===== src/albl_pkg.sv =====
// ---------------------------------------------------------------------------
// albl_pkg
// Shared types and constants of the antialiased line blender.
// ---------------------------------------------------------------------------
package albl_pkg;

	localparam int CANVAS_WIDTH_DEF  = 256;
	localparam int CANVAS_HEIGHT_DEF = 128;
	localparam int FRAC_BITS_DEF     = 16;

	// coordinate width of u and v, room for v + 1 on a steep line
	localparam int CW = 9;
	// blend numerator width: 255*255 + 255*255 < 2^17
	localparam int NW = 17;
	localparam logic [7:0] CH_MAX = 8'd255;

	typedef enum logic [3:0] {
		ST_CLEAR,
		ST_IDLE,
		ST_RD_ADDR,
		ST_RD_DATA,
		ST_SETUP,
		ST_GDIV,
		ST_P_PREP,
		ST_P_RD,
		ST_P_SUM,
		ST_P_DIV,
		ST_P_WR,
		ST_DONE
	} albl_state_t;

	typedef struct packed {
		logic clr_step;
		logic load;
		logic rd_issue;
		logic rd_capture;
		logic setup;
		logic gdiv_step;
		logic p_prep;
		logic p_read;
		logic p_sum;
		logic bdiv_step;
		logic p_write;
		logic p_next;
	} albl_cmd_t;

	typedef struct packed {
		logic clr_done;
		logic gdiv_done;
		logic on_canvas;
		logic sum_zero;
		logic bdiv_done;
		logic plot_last;
	} albl_stat_t;

endpackage


===== src/albl_ctrl.sv =====
// ---------------------------------------------------------------------------
// albl_ctrl
// Sequencer: clear pass, request handshake and the per-pixel blend steps.
// ---------------------------------------------------------------------------
module albl_ctrl (
	input  logic                clk,
	input  logic                arst_n,
	input  logic                in_valid,
	output logic                in_stall,
	input  logic                op,
	output logic                out_valid,
	input  logic                out_stall,
	output albl_pkg::albl_cmd_t cmd,
	input  albl_pkg::albl_stat_t stat
);

	albl_pkg::albl_state_t state_q, state_d;

	always_ff @(posedge clk or negedge arst_n) begin
		if (!arst_n) begin
			state_q <= albl_pkg::ST_CLEAR;
		end else begin
			state_q <= state_d;
		end
	end

	always_comb begin
		state_d   = state_q;
		cmd       = '0;
		in_stall  = 1'b1;
		out_valid = 1'b0;
		case (state_q)
			albl_pkg::ST_CLEAR: begin
				cmd.clr_step = 1'b1;
				if (stat.clr_done) state_d = albl_pkg::ST_IDLE;
			end
			albl_pkg::ST_IDLE: begin
				in_stall = 1'b0;
				if (in_valid) begin
					cmd.load = 1'b1;
					state_d  = op ? albl_pkg::ST_RD_ADDR : albl_pkg::ST_SETUP;
				end
			end
			albl_pkg::ST_RD_ADDR: begin
				cmd.rd_issue = 1'b1;
				state_d      = albl_pkg::ST_RD_DATA;
			end
			albl_pkg::ST_RD_DATA: begin
				cmd.rd_capture = 1'b1;
				state_d        = albl_pkg::ST_DONE;
			end
			albl_pkg::ST_SETUP: begin
				cmd.setup = 1'b1;
				state_d   = albl_pkg::ST_GDIV;
			end
			albl_pkg::ST_GDIV: begin
				if (stat.gdiv_done) begin
					state_d = albl_pkg::ST_P_PREP;
				end else begin
					cmd.gdiv_step = 1'b1;
				end
			end
			albl_pkg::ST_P_PREP: begin
				cmd.p_prep = 1'b1;
				state_d    = albl_pkg::ST_P_RD;
			end
			albl_pkg::ST_P_RD: begin
				if (stat.on_canvas) begin
					cmd.p_read = 1'b1;
					state_d    = albl_pkg::ST_P_SUM;
				end else begin
					cmd.p_next = 1'b1;
					state_d    = stat.plot_last ? albl_pkg::ST_DONE : albl_pkg::ST_P_PREP;
				end
			end
			albl_pkg::ST_P_SUM: begin
				if (stat.sum_zero) begin
					cmd.p_next = 1'b1;
					state_d    = stat.plot_last ? albl_pkg::ST_DONE : albl_pkg::ST_P_PREP;
				end else begin
					cmd.p_sum = 1'b1;
					state_d   = albl_pkg::ST_P_DIV;
				end
			end
			albl_pkg::ST_P_DIV: begin
				if (stat.bdiv_done) begin
					state_d = albl_pkg::ST_P_WR;
				end else begin
					cmd.bdiv_step = 1'b1;
				end
			end
			albl_pkg::ST_P_WR: begin
				cmd.p_write = 1'b1;
				cmd.p_next  = 1'b1;
				state_d     = stat.plot_last ? albl_pkg::ST_DONE : albl_pkg::ST_P_PREP;
			end
			albl_pkg::ST_DONE: begin
				out_valid = 1'b1;
				if (!out_stall) state_d = albl_pkg::ST_IDLE;
			end
			default: begin
				state_d = albl_pkg::ST_CLEAR;
			end
		endcase
	end

	// one request in flight: no new request while a result waits
	a_one_in_flight: assert property (@(posedge clk) disable iff (!arst_n)
		out_valid |-> in_stall)
		else $error("request taken while a result is pending");

endmodule


===== config.mk =====
export PLATFORM = sky130hd
export DESIGN_NAME = albl_ctrl
export DESIGN_NICKNAME = d
export VERILOG_FILES = /design/src/albl_pkg.sv /design/src/albl_ctrl.sv
export SDC_FILE = /design/constraint.sdc
export NUM_CORES = 1
export LEC_CHECK = 0
export ABC_AREA = 1
export BUFFER_PORTS_ARGS = -buffer_cell sky130_fd_sc_hd__buf_2
export CORE_AREA = 4 4 41 43
export CTS_BUF_LIST = sky130_fd_sc_hd__clkbuf_16
export CTS_CLUSTER_SIZE = 28
export DETAILED_ROUTE_END_ITERATION = 8
export DIE_AREA = 0 0 45 47
export PLACE_DENSITY = 0.64
export SLEW_MARGIN = 20
export SYNTH_ARGS = -nofsm -noshare
export SYNTH_HDL_FRONTEND = slang
export SYNTH_SLANG_ARGS = --single-unit
export TNS_END_PERCENT = 5

===== constraint.sdc =====
create_clock -name clk -period 2 [get_ports clk]
set_input_delay 0 -clock clk [delete_from_list [all_inputs] [get_ports clk]]
set_output_delay 0 -clock clk [all_outputs]
set_load 0.02 [all_outputs]

# After elaboration in Yosys (flattened, before gate mapping)
# Index checks and enable logic that the tools add are counted.
totals:
  reg_bits: 4
  in_bits: 11
  out_inout_bits: 14
  wordCells: 50
classes:
  eq_ne: 16
  mux: 31
  n_reduce_logical: 2
op_table:
  columns: ["op", "count"]
  rows:
  - ["one-hot mux 4 bit (12 select lines)", 1]
  - ["two-way mux 4 bit", 8]
  - ["two-way mux 1 bit", 20]
  - ["== test 4 x 3 -> 1 bit (second input constant)", 4]
  - ["== test 4 bit (second input constant)", 4]
  - ["inequality test 2 bit (second input constant)", 5]
  - ["== test 4 x 2 -> 1 bit (second input constant)", 2]
  - ["AND reduction 5 bit", 1]
  - ["== test 4 x 1 -> 1 bit (second input constant)", 1]
  - ["logical NOT 4 bit", 1]
  - ["two-way mux 3 bit", 1]
  - ["one-hot mux 1 bit (3 select lines)", 1]

# Longest topological paths before layout
# Gate-level depths: netlist of run 1.
depth:
  ltp_word: 3
  depth_mapped: 9

# Least setup slack after synthesis of run 1
# No wires, ideal clock.
synth_path:
  path_kind: "register to register"
  start: "register state_q[0]"
  end: "register state_q[3]"
  t_arrival_ns: 1.263
  required_ns: 1.935
  slack_ns: 0.672
  path_stages_with_launch: 10
  path_buffers: 0
  synth_period_minus_slack_ns: 1.328
  cell_sequence: "dfrtp_1 > inv_1 > nand2_1 > nor2_1 > nand2_1 > nand2_1 > inv_1 > nand3_1 > nand2_1 > nand2_1"
synth_between:
  elab_chain_cells: 3
  elab_cells_between_ends: 19
  classes_between: "eq/ne: 16; mux: 1; reduce/logical: 2"
synth_lines:
  columns: ["element", "line_no", "rtl"]
  rows:
  - ["start: declaration", "albl_ctrl.sv:17", "albl_pkg::albl_state_t state_q, state_d;"]
  - ["start signal: assignment", "albl_ctrl.sv:21", "state_q <= albl_pkg::ST_CLEAR;"]
  - ["start signal: assignment", "albl_ctrl.sv:23", "state_q <= state_d;"]
  - ["== test 4 x 3 -> 1 bit, or another cell as far along", "albl_ctrl.sv:32", "case (state_q)"]
  - ["inequality test 2 bit (no source line)", null, null]
  - ["AND reduction 5 bit (no source line)", null, null]
# Parallel ways exist; a longest one is shown, timed or not.
# A chain may end at the register's enable or synchronous reset.

==> out/summary.txt, run 1 <==
synthesis-stage register bit count - 4
I/O pins - 25
Initial Util - 37.8%
WHS Path Cells - 3
Syn Inst Count - 98
worst-path fanout max - 6
routed via count - 641
Layout Area Growth over Synthesis - 45.5%
FF-to-FF End - state_q[2]
clock buffer depth - 2
Total GRT Usage - 15.1%
FILL cells - 145
CP Buf/Inv Count - 3
most frequent CP cell - nor2_1
Setup crit end kind - output port
Worst IR Drop VDD - 0.561 mV
Avg Cell Area, Syn - 5.02 um2
PortBufs - 24
largest net degree at the start of global routing - 8
Hold EP - state_q[2]
detailed placement HPWL - 1140 um
Vias/cell - 4.55
Storage cell area - 100 um2
root buffer cell - clkbuf_16
drt drc - 0
Post-DRT Antenna Nets - 0
CP cell instances - nor2_1 > inv_1 > nor2_1 > inv_1 > nor2_1 > buf_2
worst r2r src - state_q[3]
gr ovfl total - 0
total CTS buffers - 3
Final min period - 1.56 ns
vias in the first global route - 577
GPL Wtd Cong - 0.795
htree depth - 1
Worst-path clk slew - 0.03 ns
Slew Limit Fails - 0
share of layout cells above drive strength 1 - 23.8%
Hold Path Class - input port to flop
post-synthesis sequential area ratio - 20.4%
Leakage - 0.510 nW
syn nets - 109
YS warnings - 0
Setup Skew - 0.00362 ns
power per standard cell area - 1500 nW/um2
status - finished clean
Worst EP required - 2.00 ns
post-route insts no fill - 141
slew of the pin with the lowest slew margin - 0.314 ns
Reg2Reg Setup Slack - 0.60 ns
Synth top area share - 22.9%
crit-path max cell delay - 0.43 ns
drt pass-1 iters - 4
final hold viol count - 0
Die ar. - 2120 um2
DR iter-0 viols - 10
initial antenna violation count - 0
MaxCap Viol Count - 0
CP max stage cell - dfrtp_1
period utilization - 78.2%
WS Path Type - flop to output port
max FFs per register - 4
first-pass GRT wire length - 2330 um
setup TNS - 0 ns
footprint of the multi-input gates - 298 um2
Rows - 13
cell family with most CP delay - simple AND/OR/NAND/NOR gates
nets - 139
Yosys cell types - 12
crit path DAT - 1.56 ns
post_cts resized - 0
n_diodes - 0
commonest non-fill, non-tap cells in the layout - nand2_1 (30), inv_1 (25), buf_2 (24)
DP Cell Count - 137
FF-to-FF path depth - 7
most common cell after layout, fill and taps aside - nand2_1
RSZ-0062 raised after global routing - no
CTS sink cnt - 4
CTS tree - yes
Clock Latency Late Sink - 0.22 ns
worst min-delay path startpoint - stat[4]
Die W - 45 um
Biggest register - state_q
dominant cell type by area after synthesis - nand2_1
core box area - 1300 um2
Area contributors post-synth - nand2_1 (23%), dfrtp_1 (20%), inv_1 (19%), nor2_1 (15%), nand3_1 (8.1%)
chip height - 47 um
Hold Worst Slack - 0.0797 ns
top achievable clock speed - 0.640 GHz
Setup crit start kind - flop
drt wl/cell - 9.72 um
largest registers - state_q: 4 flops
relative slew slack - 79.0%
Final setup viols - 0
cell area after synthesis - 492 um2
final WL - 1370 um
[layer usage]
layer / global-route usage (%) / vias up / share of wire [%]
met5: 0 / - / 0
met4: 7.02 / 0 / 0
met3: 3.83 / 0 / 7.4
met2: 23.7 / 24 / 44
met1: 19.3 / 269 / 48
li1: - / 348 / -
[per-stage QoR]
| stage | cell area, um2 | setup slack [ns] | util, % | power [mW] |
|---|---|---|---|---|
| after floorplan | 492 | 0.672 | - | 0.601 |
| after global routing | 716 | 0.298 | 55.0 | 1.17 |
| after detailed placement | 631 | 0.617 | 48.5 | 0.761 |
| final | 716 | 0.437 | 55.0 | 1.08 |
| after global placement | 631 | 0.614 | 48.5 | 0.767 |
| after CTS | 716 | 0.430 | 55.0 | 1.08 |
[logic make-up after synthesis]
logic type | after synthesis | synth area share [%]
AO/OA/AOI/OAI | 6 | 6.36
buffers and inverters | 25 | 19.1
flip-flops | 4 | 20.4
AND/OR/NAND/NOR | 63 | 54.2
[worst max path at each step]
stage | from | end | slack [ns] | depth (start not counted)
floorplan | state_q[0] | state_q[3] | 0.67 | 9
global route | state_q[3] | cmd[10] | 0.30 | 6
finish | state_q[3] | cmd[10] | 0.44 | 6
CTS | state_q[3] | cmd[10] | 0.43 | 6
global placement | state_q[3] | state_q[2] | 0.61 | 7
detailed placement | state_q[3] | state_q[2] | 0.62 | 7
[power breakdown]
part / internal (mW) / switching, mW
clock: 0.255 / 0.0522
sequential: 0.118 / 0.0510
combinational: 0.194 / 0.405
total: 0.567 / 0.508
[tightest hold or removal path, stage by stage]
cell,delay (ns)
buf_2,0.07
nand3b_1,0.13
nand2_1,0.06
[layout make-up]
| class | instances | area share [%] |
|---|---|---|
| repair buffers | 25 | 18.2 |
| flip-flops and latches | 4 | 14.0 |
| multi-input cells | 69 | 41.6 |
| well taps | 15 | 2.62 |
| inverters | 25 | 13.1 |
| clock buffers | 3 | 10.5 |
[cell usage after synthesis, drive strengths merged]
cell type / count
nand2: 30
inv: 25
nor2: 21
nand3: 8
dfrtp: 4
a21oi: 3
nor3: 3
o21ai: 2
nand3b: 1
o22ai: 1
[what timing repair did]
| item | in CTS | in global routing |
|---|---|---|
| endpoints found under the hold margin | 4 | 0 |
| hold buffers | 1 | 0 |
| buffers inserted | 0 | 0 |
No activity file was read; power rests on OpenSTA's default activity.
==> run 2: changes to the inputs <==
==> constraint.sdc (replaced) <==
create_clock -name clk -period 1.6 [get_ports clk]
set_input_delay 0 -clock clk [delete_from_list [all_inputs] [get_ports clk]]
set_output_delay 0 -clock clk [all_outputs]
set_load 0.02 [all_outputs]
==> out/summary.txt, run 2 (synthesis results as in run 1) <==
share of layout cells above drive strength 1 - 25.2% (was 23.8%)
largest net degree at the start of global routing - 8 (unchanged)
routed length on met3 - 117 um (was 101 um)
chip height - 47 um (unchanged)
Biggest register - state_q (unchanged)
fin util - 55.8% (was 55.0%)
most common cell after layout, fill and taps aside - nand2_1 (unchanged)
Worst EP required - 1.60 ns (was 2.00 ns)
vias in the first global route - 602 (was 577)
Top Metal Used - met4 (was met3)
RSZ-0062 raised after global routing - no (unchanged)
Leakage - 0.515 nW (was 0.510 nW)
nets - 140 (was 139)
relative slew slack - 81.6% (was 79.0%)
Worst IR Drop VDD - 0.743 mV (was 0.561 mV)
Post-DRT Antenna Nets - 0 (unchanged)
Total GRT Usage - 16.2% (was 15.1%)
Rows - 13 (unchanged)
routed via count - 664 (was 641)
Initial Util - 37.8% (unchanged)
WL met2 - 671 um (was 610 um)
post-route cell area - 726 um2 (was 716 um2)
gr ovfl total - 0 (unchanged)
root buffer cell - clkbuf_16 (unchanged)
Clock Latency Late Sink - 0.22 ns (about the same)
WHS Path Cells - 3 (unchanged)
total CTS buffers - 3 (unchanged)
Die W - 45 um (unchanged)
GPL Wtd Cong - 0.898 (was 0.795)
MaxCap Viol Count - 0 (unchanged)
Die ar. - 2120 um2 (unchanged)
Layout Area Growth over Synthesis - 47.6% (was 45.5%)
setup TNS - 0 ns (unchanged)
drt pass-1 iters - 4 (unchanged)
max FFs per register - 4 (unchanged)
DR iter-0 viols - 20 (was 10)
Vias/cell - 4.68 (was 4.55)
Post-CTS Setup Bufs - 0 (unchanged)
Worst-path clk slew - 0.03 ns (about the same)
Hold Worst Slack - 0.0748 ns (was 0.0797 ns)
Hold EP - state_q[2] (unchanged)
power per standard cell area - 1910 nW/um2 (was 1500 nW/um2)
Final min period - 1.50 ns
worst-path fanout max - 6 (unchanged)
I/O pins - 25 (unchanged)
Slew Limit Fails - 0 (unchanged)
WS Path Type - flop to output port (unchanged)
worst r2r src - state_q[3] (unchanged)
final WL - 1520 um (was 1370 um)
clock buffer depth - 2 (unchanged)
n_diodes - 0 (unchanged)
slew of the pin with the lowest slew margin - 0.275 ns (was 0.314 ns)
Met1 Wirelength - 724 um (was 660 um)
drt drc - 0 (unchanged)
core box area - 1300 um2 (unchanged)
drt wl/cell - 10.7 um (was 9.72 um)
FF-to-FF End - state_q[3] (was state_q[2])
worst min-delay path startpoint - stat[4] (unchanged)
detailed placement HPWL - 1210 um (was 1140 um)
period utilization - 93.8%
Final setup viols - 0 (unchanged)
status - finished clean (unchanged)
crit path DAT - 1.50 ns (was 1.56 ns)
Setup crit end kind - output port (unchanged)
largest registers - state_q: 4 flops (unchanged)
htree depth - 1 (unchanged)
first-pass GRT wire length - 2480 um (was 2330 um)
initial antenna violation count - 0 (unchanged)
Hold Path Class - input port to flop (unchanged)
FF-to-FF path depth - 7 (unchanged)
Reg2Reg Setup Slack - 0.23 ns (was 0.60 ns)
CTS tree - yes (unchanged)
PortBufs - 24 (unchanged)
CTS sink cnt - 4 (unchanged)
commonest non-fill, non-tap cells in the layout - nand2_1 (30), inv_1 (25), buf_2 (24) (unchanged)
top achievable clock speed - 0.666 GHz
Setup crit start kind - flop (unchanged)
Setup Skew - 0.00346 ns (was 0.00362 ns)
Placed Area - 638 um2 (was 631 um2)
final hold viol count - 0 (unchanged)
## run 2: changes by cell type in the layout (fill, tap and decap cells not counted)
cell	previous run	this run
nor2_2	1	2
buf_4	0	1
nor2_1	20	19
## run 2: power by group
group / internal [mW] / switching, mW
clock network: 0.319 / 0.0718
registers: 0.147 / 0.0772
logic: 0.256 / 0.515
total: 0.723 / 0.664
## run 2: layer usage
metal  vias up  global-route usage (%)
met4         0                    7.02
met1       278                    21.5
met3         2                    3.45
met5         -                       0
li1        348                       -
met2        36                    25.1
## run 2: critical path, stage by stage (launching register included)
cell and delay [ns]:
dfrtp_1 0.43, nor2_2 0.25, inv_1 0.11, nor2_1 0.18
inv_1 0.07, nor2_1 0.08, buf_2 0.16
## run 2: worst max path at each step
stage	startpoint	end	slack, ns	depth (start not counted)
final	state_q[3]	cmd[10]	0.1	6
after global routing	state_q[3]	cmd[10]	0.005	6
after CTS	state_q[3]	cmd[10]	0.01	6
after detailed placement	state_q[3]	state_q[1]	0.20	7
after global placement	state_q[3]	state_q[1]	0.22	7
after floorplan	state_q[0]	state_q[3]	0.27	9
## run 2: per-stage QoR
| step | setup slack [ns] | power [mW] | instances |
|---|---|---|---|
| global placement | 0.220 | 0.982 | 138 |
| CTS | 0.0113 | 1.38 | 142 |
| detailed placement | 0.201 | 0.974 | 138 |
| global route | 0.00526 | 1.49 | 142 |
| floorplan | 0.272 | 0.751 | 98 |
| finish | 0.0996 | 1.39 | 142 |
## run 2: cell type report
class                   count  area [um2]
clock buffers               3        75.1
fillers                   149         576
inverters                  25        93.8
multi-input cells          69         300
flip-flops and latches      4         100
well taps                  15        18.8
repair buffers             26         138
## run 2: what timing repair did
item                                    in CTS  in global routing
gates resized for setup                      0                  1
hold endpoints to repair                     4                  0
endpoints found under the setup margin       0                  2
hold buffers                                 1                  0
==> run 3: changes to the inputs <==
--- a/config.mk
+++ b/config.mk
@@ -5,14 +5,14 @@
 export SDC_FILE = /design/constraint.sdc
 export NUM_CORES = 1
 export LEC_CHECK = 0
-export ABC_AREA = 1
+export ABC_AREA = 0
 export BUFFER_PORTS_ARGS = -buffer_cell sky130_fd_sc_hd__buf_2
 export CORE_AREA = 4 4 41 43
 export CTS_BUF_LIST = sky130_fd_sc_hd__clkbuf_16
 export CTS_CLUSTER_SIZE = 28
 export DETAILED_ROUTE_END_ITERATION = 8
 export DIE_AREA = 0 0 45 47
-export PLACE_DENSITY = 0.64
+export PLACE_DENSITY = 0.63
 export SLEW_MARGIN = 20
 export SYNTH_ARGS = -nofsm -noshare
 export SYNTH_HDL_FRONTEND = slang
==> out/summary.txt, run 3 <==
crit-path max cell delay - 0.45 ns (was 0.43 ns)
status - finished with violations (was finished clean)
GPL Wtd Cong - 0.832 (was 0.898)
Yosys cell types - 30 (was 12)
period utilization - 101% (was 93.8%)
Sw Ratio - 44.5% (was 47.9%)
vias in the first global route - 635 (was 602)
commonest non-fill, non-tap cells in the layout - buf_2 (22), buf_4 (11), nor3_1 (7), nor2_1 (7), nand2_1 (6) (was nand2_1 (30), inv_1 (25), buf_2 (24))
Avg Cell Area, Syn - 6.98 um2 (was 5.02 um2)
Biggest register - state_q (unchanged)
final hold viol count - 0 (unchanged)
Clock Latency Late Sink - 0.23 ns (was 0.22 ns)
htree depth - 1 (unchanged)
FF-to-FF End - state_q[1] (was state_q[3])
cell area after synthesis - 482 um2 (was 492 um2)
met3 Usage GRT - 2.30% (was 3.45%)
top cells by count, synth - nor3_1 (8), nor2_1 (7), nand2_1 (6) (was nand2_1 (30), inv_1 (25), nor2_1 (20))
Die ar. - 2120 um2 (unchanged)
Post-DRT Antenna Nets - 0 (unchanged)
FILL cells - 119 (was 149)
predominant post-synthesis flop cell - dfrtp_1 (unchanged)
CTS tree - yes (unchanged)
largest net degree at the start of global routing - 15 (was 8)
FF-to-FF path depth - 5 (was 7)
Area contributors post-synth - dfrtp_1 (21%), nor3_1 (8.3%), nor2_1 (5.5%), o21ai_0 (5.2%), nand2_1 (4.7%) (was nand2_1 (23%), dfrtp_1 (20%), inv_1 (19%), nor2_1 (15%), nand3_1 (8.1%))
CTS sink cnt - 4 (unchanged)
Initial Util - 37.0% (was 37.8%)
Leakage - 0.403 nW (was 0.515 nW)
Final min period - 1.61 ns (was 1.50 ns)
Reg2Reg Setup Slack - -0.01 ns (was 0.23 ns)
share of layout cells above drive strength 1 - 43.1% (was 25.2%)
footprint of the multi-input gates - 373 um2 (was 300 um2)
root buffer cell - clkbuf_16 (unchanged)
chip height - 47 um (unchanged)
drt wl/cell - 15.2 um (was 10.7 um)
Hold EP - state_q[1] (was state_q[2])
detailed placement HPWL - 1260 um (was 1210 um)
Synth top area share - 20.8% (was 22.9%)
post-synthesis sequential area ratio - 20.8% (was 20.4%)
Hold Path Class - input port to flop (unchanged)
YS warnings - 0 (unchanged)
post-route setup slack - -0.0112 ns (was 0.0996 ns)
failing checks - setup timing
Worst-path clk slew - 0.03 ns (about the same)
Int Power - 0.970 mW (was 0.723 mW)
Total GRT Usage - 18.7% (was 16.2%)
setup TNS - -0.0112 ns (was 0 ns)
top achievable clock speed - 0.621 GHz (was 0.666 GHz)
CP cell instances - buf_6 > nand2b_4 > a2111o_1 > o211a_1 > a32o_1 (was nor2_2 > inv_1 > nor2_1 > inv_1 > nor2_1 > buf_2)
Reg power frac - 11.6% (was 16.2%)
power per standard cell area - 2160 nW/um2 (was 1910 nW/um2)
proportion of power drawn by the clock network - 22.4% (was 28.2%)
Storage cell area - 100 um2 (unchanged)
worst min-delay path startpoint - out_stall (was stat[4])
gr ovfl total - 0 (unchanged)
RSZ-0062 raised after global routing - yes (was no)
drt pass-1 iters - 4 (unchanged)
core box area - 1300 um2 (unchanged)
syn nets - 80 (was 109)
switching power - 0.776 mW (was 0.664 mW)
synthesis-stage register bit count - 4 (unchanged)
Setup Skew - 0.00403 ns (was 0.00346 ns)
Post-synth EDFFs - 0 (unchanged)
Worst EP required - 1.70 ns (was 1.60 ns)
FFs w/ async S/R, synth - 100% (unchanged)
max FFs per register - 4 (unchanged)
Layout Area Growth over Synthesis - 67.5% (was 47.6%)
initial antenna violation count - 0 (unchanged)
CP max stage cell - a2111o_1 (was dfrtp_1)
Slew Limit Fails - 0 (unchanged)
routed via count - 654 (was 664)
Final setup viols - 1 (was 0)
Die W - 45 um (unchanged)
MaxCap Viol Count - 0 (unchanged)
clock buffer depth - 2 (unchanged)
WHS Path Cells - 2 (was 3)
Setup WS pre-CTS - -0.0422 ns (was 0.201 ns)
busiest grt layer - met2 (unchanged)
total CTS buffers - 3 (unchanged)
n_diodes - 0 (unchanged)
most common cell after layout, fill and taps aside - buf_2 (was nand2_1)
crit path DAT - 1.71 ns (was 1.50 ns)
relative slew slack - 77.3% (was 81.6%)
WS Path Type - flop to flop (was flop to output port)
DR iter-0 viols - 23 (was 20)
combinational power share - 66.0% (was 55.6%)
drt drc - 0 (unchanged)
Vias/cell - 5.59 (was 4.68)
met1 usage - 21.9% (was 21.5%)
I/O pins - 25 (unchanged)
met2 Usage GRT - 33.6% (was 25.1%)
Setup crit end kind - flop (was output port)
first-pass GRT wire length - 2840 um (was 2480 um)
final WL - 1780 um (was 1520 um)
Worst IR Drop VDD - 1.30 mV (was 0.743 mV)
Syn Inst Count - 69 (was 98)
worst r2r src - state_q[3] (unchanged)
Setup crit start kind - flop (unchanged)
slew of the pin with the lowest slew margin - 0.336 ns (was 0.275 ns)
largest registers - state_q: 4 flops (unchanged)
Rows - 13 (unchanged)
dominant cell type by area after synthesis - dfrtp_1 (was nand2_1)
nets - 115 (was 140)
worst-path fanout max - 4 (was 6)
PortBufs - 24 (unchanged)
most numerous cell in the Yosys netlist - nor3_1 (was nand2_1)
-- run 3: how the worst max path moves through the flow --
stage	startpoint	to	slack [ns]	cells past startpoint
2_1_floorplan	state_q[3]	state_q[1]	-0.04	4
3_3_place_gp	state_q[1]	state_q[1]	0.004	5
3_5_place_dp	state_q[1]	state_q[1]	-0.04	5
4_1_cts	state_q[2]	state_q[1]	0.008	5
5_1_grt	state_q[3]	state_q[1]	-0.06	5
6_report	state_q[3]	state_q[1]	-0.01	5
-- run 3: worst max-delay path: cells and delay by family (launching register included) --
| family | cells | cell delay (ns) |
|---|---|---|
| AO/OA/AOI/OAI | 3 | 0.90 |
| flip-flops | 1 | 0.40 |
| AND/OR/NAND/NOR | 1 | 0.05 |
| buffers and inverters | 1 | 0.14 |
-- run 3: what timing repair did --
item | CTS | global route
buffers inserted | 0 | 1
hold buffers | 1 | 0
hold endpoints to repair | 4 | 0
pin swaps | 2 | 1
setup endpoints to repair | 2 | 7
gates resized for setup | 3 | 9
-- run 3: power by group through the flow --
stage	logic (mW)	registers [mW]	clock network, mW
6_report	1.15	0.203	0.391
5_1_grt	1.24	0.210	0.402
4_1_cts	1.09	0.200	0.393
3_5_place_dp	1.05	0.197	0
3_3_place_gp	1.04	0.197	0
2_1_floorplan	0.717	0.182	0
-- run 3: cells by family after synthesis --
kind of cell,after synthesis,synth area share (%)
compound gates,22,33.2
simple gates,33,36.9
buf+inv,10,9.09
flops,4,20.8
-- run 3: through the flow --
stage,instance area (um2),utilization [%],power [mW],instances,hold slack [ns]
after floorplan,488,-,0.899,69,-0.296
after global placement,667,51.2,1.24,112,-0.193
after detailed placement,667,51.2,1.25,112,-0.192
after CTS,768,59.0,1.69,116,0.0648
after global routing,807,62.0,1.85,117,0.0794
final,807,62.0,1.75,117,0.0627
-- run 3: per-layer routing --
metal / up-vias / wire length, um
li1: 329 / -
met1: 294 / 751
met3: 2 / 97
met4: 0 / 17
met5: - / 0
met2: 29 / 909
-- run 3: cell type report --
type                       count  share of cell area, %
sequential                     4                   12.4
tap                           15                   2.33
clock buffer                   3                   9.30
timing repair buffer          36                   27.9
multi-input combinational     55                   46.2
inverter                       4                   1.86
